===== config.mk =====
export PLATFORM = sky130hd
export DESIGN_NAME = fcpa_ram
export DESIGN_NICKNAME = d
export VERILOG_FILES = /design/src/hdl/fcpa_ram.sv
export SDC_FILE = /design/constraint.sdc
export NUM_CORES = 1
export LEC_CHECK = 0
export ABC_CLOCK_PERIOD_IN_PS = 2800
export BUFFER_PORTS_ARGS = -buffer_cell sky130_fd_sc_hd__buf_4
export CAP_MARGIN = 25
export CORE_AREA = 2 2 74 128
export CTS_BUF_LIST = sky130_fd_sc_hd__clkbuf_16
export DETAILED_ROUTE_END_ITERATION = 6
export DIE_AREA = 0 0 76 130
export PLACE_DENSITY = 0.76
export SLEW_MARGIN = 20
export SYNTH_ARGS = -nofsm -noshare
export SYNTH_HDL_FRONTEND = slang
export SYNTH_SLANG_ARGS = --single-unit

===== constraint.sdc =====
create_clock -name clock -period 2.8 [get_ports clock]
set_input_delay 0.84 -clock clock [delete_from_list [all_inputs] [get_ports clock]]
set_output_delay 0.84 -clock clock [all_outputs]
set_load 0.01 [all_outputs]

===== src/hdl/fcpa_ram.sv =====
// Generic single-write, single-read RAM with registered read data.
module fcpa_ram #(
   parameter int unsigned WIDTH = 8,
   parameter int unsigned DEPTH = 16
) (
   input  logic                     clock,
   input  logic                     wr_en,
   input  logic [$clog2(DEPTH)-1:0] wr_addr,
   input  logic [WIDTH-1:0]         wr_data,
   input  logic [$clog2(DEPTH)-1:0] rd_addr,
   output logic [WIDTH-1:0]         rd_data
);

   logic [WIDTH-1:0] mem_ff [DEPTH];
   logic [WIDTH-1:0] rd_data_ff;

   always_ff @(posedge clock) begin
      if (wr_en) begin
         mem_ff[wr_addr] <= wr_data;
      end
      rd_data_ff <= mem_ff[rd_addr];
   end

   assign rd_data = rd_data_ff;

endmodule


# Word-level counts from Yosys, hierarchy flattened
# Memory sizes are Yosys's and may differ from the RTL's. A register that Yosys moved wholly into a read port is not among the register bits.
# Cells that the tools add are included.
[totals]
wordCells = 3
output_inout_bits = 8
n_memories = 1
register_bits = 0
inputBits = 18
ramBits = 128
[mem_list]
columns = ["memory", "depth", "word_bits", "rd", "rd_clocked_by_memory_dff", "wr", "line", "rtl"]
rows = [
  ["mem_ff", 16, 8, 1, 1, 1, "14", "logic [WIDTH-1:0] mem_ff [DEPTH];"],
]
[op_classes]
n_mux = 2
[op_table]
columns = ["cell", "count"]
rows = [
  ["$mux 1", 2],
]

# Depth between registers and ports, before layout
# Gate-level depths: netlist of run 1.
[depth]
word_depth = 2
mapped_depth = 5
ltp_nobuf = 3

# Least setup slack after synthesis of run 1
# Ideal clock, no wire load.
[synth_timing]
kind = "input-to-reg"
start = "input port wr_addr[2]"
end = "memory mem_ff[0][0], enable pin"
setup_ns = 0.383
arrival_ns = 1.950
path_slack_ns = 0.467
cell_stages = 2
n_path_buf = 0
required_time_ns = 2.417
cell_sequence = "or3b_2 -> nor3_1"
[synth_rtl]
columns = ["item", "line", "rtl"]
rows = [
  ["start, declared", "8", "input logic [$clog2(DEPTH)-1:0] wr_addr,"],
  ["end, declared", "14", ""],
]
# No word-level cell before the write port.

==> results.json, run 1 <==
{
  "cp_num_buf_inv": 2,
  "synth-xor-area-share_pct": 0,
  "grt_max_degree": 33,
  "dr.max_layer_used": "met4",
  "antenna_cells": 0,
  "leakage_nw": 2.145,
  "maxCapViolations": 0,
  "clk_pin_slew_ps": 50,
  "end_kind": "register",
  "cts_max_path_buffers": 2,
  "met3_length_um": 316,
  "critPathTopFamily": "multiplexers",
  "worstReg2RegStart": "mem_ff[1][3]",
  "synth_seq_cells": 136,
  "worstSkewPairLatency_ps": 410,
  "synth_top_family_by_area": "multiplexers",
  "antenna_found_initial": 0,
  "placement.io_buffers": 25,
  "status": "complete, no violations",
  "rows": 46,
  "syn_to_final_growth_pct": 20.76,
  "synth_most_common_cell": "edfxtp_1",
  "maxSlewViolCount": 0,
  "routed_wl_um": 9199,
  "place.gp.congestion": 0.7889,
  "routedLengthMet1_um": 3454,
  "synth_warnings": 0,
  "cts_max_level": 4,
  "die-area_um2": 9880,
  "hp-class": "register to register",
  "required_ps": 3100,
  "cts_setup_buffers": 0,
  "die_w_um": 76,
  "worstPathArrival_ps": 2210,
  "grt_pass1_vias": 2538,
  "post_cts_resized": 0,
  "ant_nets": 0,
  "yosys-top-cells-area": "edfxtp_1, mux4_2, mux4_1, dfxtp_1, a22oi_1",
  "drc_errors": 0,
  "vias_per_cell": 5.743,
  "worstHoldEndpoint": "rd_data[4]",
  "dpl.hpwl_um": 6208,
  "powerDensity_nw_per_um2": 782.1,
  "hold_path.startpoint": "mem_ff[14][4]",
  "drtPass1Iterations": 4,
  "power_mw": 4.862,
  "dieHeight_um": 130,
  "setup_viol": 0,
  "synth_top_area_share_pct": 74.67,
  "hold_viol": 0,
  "fin_setup_tns_ps": 0,
  "synth_common_cells": "edfxtp_1, mux4_2, a22oi_1",
  "synth-compound-area-share_pct": 2.333,
  "cts.sinks": 136,
  "final_nets": 302,
  "yosysSeqAreaShare_pct": 77.78,
  "maxSlewHeadroom_pct": 50.54,
  "synthArstFlopShare_pct": 0,
  "synth_area_um2": 5147,
  "max_freq_ghz": 0.5244,
  "period_needed_ps": 1907,
  "grt-ovfl-total": 0,
  "start_util_pct": 57.70,
  "synth_flop_cell": "edfxtp_1",
  "wl_met2_um": 5259,
  "synth-simple-area-share_pct": 3.184,
  "cts_made_buffers": 17,
  "cts_tree": "built",
  "ctsRootBufferMaster": "clkbuf_16",
  "yosysTopAreaCell": "edfxtp_1",
  "num_io_pins": 26,
  "vdd_drop_max_mv": 0.7358,
  "max_stage_delay_ps": 590,
  "period_share_pct": 68.11,
  "hold_depth": 3,
  "synthAdderAreaFrac_pct": 0,
  "regToRegSetupSlack_ps": 1450,
  "gr-usage-all-layers_pct": 20.61,
  "num_vias": 2395,
  "synth_mux_area_share_pct": 15.02,
  "tightest_slew_ps": 740.4,
  "synthesis.nets": 247,
  "cp_slowest_cell": "mux4_1",
  "routedWlPerCell_um": 22.06,
  "drive_above_1_share_pct": 31.65,
  "drt_iter0_markers": 165,
  "rsz0062_at_grt": "no",
  "synth_enable_flop_cells": 128,
  "path_cells": "buf_4 -> buf_12 -> mux4_1 -> a22oi_1 -> nand2_1",
  "coreArea_um2": 8921,
  "fillerInstances": 549,
  "rr_endpoint": "rd_data[3]",
  "hold_buffers": 0,
  "crit_fanout": 13,
  "startpoint_type": "input pin",
  "avgSynthCellArea_um2": 22.48,
  "critical_path_class": "input pin to register",
  "grt_pass1_wl_um": 14310,
  "r2r_cells": 3,
  "ys_types": 19,
  "synthCells": 229,
  "fin_worst_skew_ps": 7.056
}
==> per-stage QoR <==
stage,cells,util (%),cell area (µm²),hold WS (ps),worst slack [ps]
finish,417,69.68,6216,670.8,892.9
CTS,417,69.68,6216,675.1,891.4
detailed placement,385,62.57,5582,661.9,456.5
global route,417,69.68,6216,708.4,823.7
global placement,385,62.57,5582,650.0,527.6
floorplan,229,-,5147,629.3,467.1
==> flip-flops by register name, summed over array words and instances, names as in the netlist <==
| name | cells |
|---|---|
| mem_ff | 128 |
| rd_data | 8 |
==> where the power goes <==
part           internal [mW]  total (mW)  leakage (nW)  switching (mW)
Combinational          0.106       0.223         0.612           0.117
Clock                   1.57        2.35         0.309           0.783
Sequential              2.28        2.29          1.22          0.0124
Total                   3.95        4.86          2.15           0.913
==> layer usage <==
| metal | global-route usage [%] | vias to the layer above |
|---|---|---|
| met3 | 5.463 | 14 |
| met5 | 0 | - |
| met4 | 9.626 | 0 |
| met2 | 37.45 | 60 |
| li1 | - | 1082 |
| met1 | 22.75 | 1239 |
==> cells by family after synthesis <==
group,Yosys count
AO/OA/AOI/OAI,16
AND/OR/NAND/NOR,35
flip-flops,136
buffers and inverters,10
multiplexers,32
==> final cells by class <==
| cell class | instances | area (µm²) | area share, % |
|---|---|---|---|
| Tap cell | 120 | 150.1 | 2.415 |
| Multi-Input combinational cell | 83 | 1057 | 17.01 |
| Sequential cell | 136 | 4004 | 64.41 |
| Clock buffer | 17 | 425.4 | 6.844 |
| Clock inverter | 15 | 209.0 | 3.362 |
| Timing Repair Buffer | 46 | 370.4 | 5.958 |
==> placed cells by master (no fill, tap or decap) <==
cell type	synthesis	routed
mux4_2	18	18
clkinv_4	0	1
nor3_1	4	4
a22oi_1	16	16
inv_6	0	1
inv_1	0	1
edfxtp_1	128	128
clkinvlp_4	0	2
nand3b_1	2	2
dfxtp_1	8	8
buf_4	1	44
mux4_1	14	14
nand2b_1	2	2
clkinv_1	0	2
clkbuf_16	0	17
nor2b_1	1	1
nor2_1	13	13
clkinv_2	0	3
and2_1	1	1
buf_12	0	2
and2b_1	1	1
nand2_1	9	9
bufinv_16	0	5
nand3_1	1	1
or3b_2	1	1
==> tightest hold or removal path, cell delays in order, from the launching register on <==
cell	delay [ps]
edfxtp_1	310
mux4_2	220
a22oi_1	60
nand2_1	60
==> worst max-delay path by stage <==
stage	slack (ps)	cells past startpoint	end	start
5_1_grt	820	5	rd_data[1]	rd_addr[0]
3_5_place_dp	460	5	rd_data[3]	rd_addr[0]
6_report	890	5	rd_data[3]	rd_addr[0]
3_3_place_gp	530	5	rd_data[3]	rd_addr[0]
2_1_floorplan	470	2	mem_ff[0][0]	wr_addr[2]
4_1_cts	890	5	rd_data[3]	rd_addr[0]
No activity file was read; power rests on OpenSTA's default activity.
==> run 2, diff against run 1 <==
Settings changed: ABC_CLOCK_PERIOD_IN_PS 2800 to 1700, CORE_AREA 2 2 74 128 to 2 2 77 135, DIE_AREA 0 0 76 130 to 0 0 79 137, PLACE_DENSITY 0.76 to 0.73.
Clock period 2.8 ns to 1.7 ns, I/O delays scaled along.
==> run 2 against run 1 <==
Net effect: global-route usage fell by 0.24 points; total power is 50% higher; final area decreased by 0.72%; critical path depth did not move; critical endpoint is now rd_data[5].
==> results.json, run 2 (synthesized netlist as in run 1, its figures left out) <==
{
  "dp_cells": 396,
  "tightest_slew_ps": 699.8,
  "grt_pass1_wl_um": 14840,
  "hold_path.startpoint": "wr_data[1]",
  "dpl.hpwl_um": 6472,
  "final_core_util_pct": 63.43,
  "vias_per_cell": 5.691,
  "cts_tree": "built",
  "drtPass1Iterations": 4,
  "leakage_nw": 2.133,
  "hold_ws_ps": 404.2,
  "dieHeight_um": 137,
  "drt_iter0_markers": 165,
  "fin_worst_skew_ps": 8.163,
  "gr-usage-all-layers_pct": 20.37,
  "cts_made_buffers": 17,
  "num_io_pins": 26,
  "die-area_um2": 10820,
  "clk_pin_slew_ps": 50,
  "largest-register": "mem_ff",
  "period_needed_ps": 1439,
  "regToRegSetupSlack_ps": 360,
  "final_cell_mix": "edfxtp_1, buf_4, mux4_2",
  "drc_errors": 0,
  "worstSkewPairLatency_ps": 410,
  "grt_pass1_vias": 2576,
  "ctsRootBufferMaster": "clkbuf_16",
  "routedWlPerCell_um": 23.07,
  "fillerInstances": 681,
  "worstReg2RegStart": "mem_ff[1][5]",
  "max_stage_delay_ps": 590,
  "num_vias": 2413,
  "post_cts_resized": 0,
  "hold_depth": 1,
  "max_freq_ghz": 0.6949,
  "hold_buffers": 0,
  "worstPathArrival_ps": 1730,
  "largest_reg_flops": 128,
  "startpoint_type": "input pin",
  "r2r_cells": 3,
  "critPathTopFamily": "multiplexers",
  "final_common_cell": "edfxtp_1",
  "maxCapViolations": 0,
  "drive_above_1_share_pct": 31.44,
  "required_ps": 1990,
  "cts_max_level": 4,
  "start_util_pct": 52.91,
  "cp_num_buf_inv": 2,
  "die_w_um": 79,
  "rr_endpoint": "rd_data[5]",
  "hp-class": "input pin to register",
  "syn_to_final_growth_pct": 19.88,
  "hold_viol": 0,
  "cts_setup_buffers": 0,
  "period_share_pct": 84.64,
  "rsz0062_at_grt": "no",
  "instances_no_fill": 424,
  "ant_nets": 0,
  "cts_max_path_buffers": 2,
  "powerDensity_nw_per_um2": 1178,
  "antenna_cells": 0,
  "setup_viol": 0,
  "coreArea_um2": 9729,
  "startpoint": "rd_addr[0]",
  "antenna_found_initial": 0,
  "cp_slowest_cell": "mux4_1",
  "maxSlewViolCount": 0,
  "grt-ovfl-total": 0,
  "path_cells": "buf_4 -> buf_12 -> mux4_1 -> a22oi_1 -> nand2_1",
  "placement.io_buffers": 25,
  "rows": 48,
  "vdd_drop_max_mv": 0.8297,
  "place.gp.congestion": 0.7348,
  "grt_max_degree": 21,
  "cp.depth": 5,
  "crit_fanout": 16,
  "end_kind": "register",
  "critical_path_class": "input pin to register",
  "final_nets": 308,
  "status": "complete, no violations",
  "cts.sinks": 136,
  "routed_wl_um": 9781,
  "maxSlewHeadroom_pct": 53.25,
  "worstHoldEndpoint": "mem_ff[5][1]"
}
[run 2: changes by cell type in the layout (fill, tap and decap cells not counted), moves of 3 or more]
cell	before	now
buf_4	44	48
bufinv_16	5	1
nor3_2	0	3
inv_1	1	4
nor3_1	4	1
[run 2: report_power, final]
group | switching [mW] | internal [mW]
clock network | 1.18 | 1.92
registers | 0.0215 | 3.75
logic | 0.203 | 0.189
total | 1.41 | 5.86
[run 2: metrics by stage]
step	TNS, ps	total power, mW	setup slack [ps]	instance area [µm²]
finish	0	7.272	261.0	6171
detailed placement	-3376	4.239	-163.4	5673
global route	0	7.485	229.3	6171
global placement	-2460	4.223	-173.5	5673
floorplan	-2303	4.036	-76.15	5162
CTS	0	7.326	269.0	6171
[run 2: cell type report]
class | count | area [µm²] | share of cell area [%]
flip-flops and latches | 136 | 4004 | 64.88
repair buffers | 52 | 440.4 | 7.137
multi-input cells | 83 | 1072 | 17.38
clock buffers | 17 | 425.4 | 6.894
well taps | 125 | 156.4 | 2.534
clock inverters | 11 | 72.57 | 1.176
[run 2: how the worst max path moves through the flow]
| stage | end | slack, ps |
|---|---|---|
| after floorplan | mem_ff[3][0] | -80 |
| after global placement | rd_data[0] | -170 |
| after detailed placement | rd_data[0] | -160 |
| after CTS | rd_data[0] | 270 |
| after global routing | rd_data[2] | 230 |
| final | rd_data[5] | 260 |
[run 2: metal layers]
metal  vias up  GRT usage [%]  share of wire, %
li1       1088              -                 -
met3        17          6.530               4.0
met4         0          9.866               2.9
met2        74          35.69                56
met1      1234          22.03                37
met5         -              0                 0
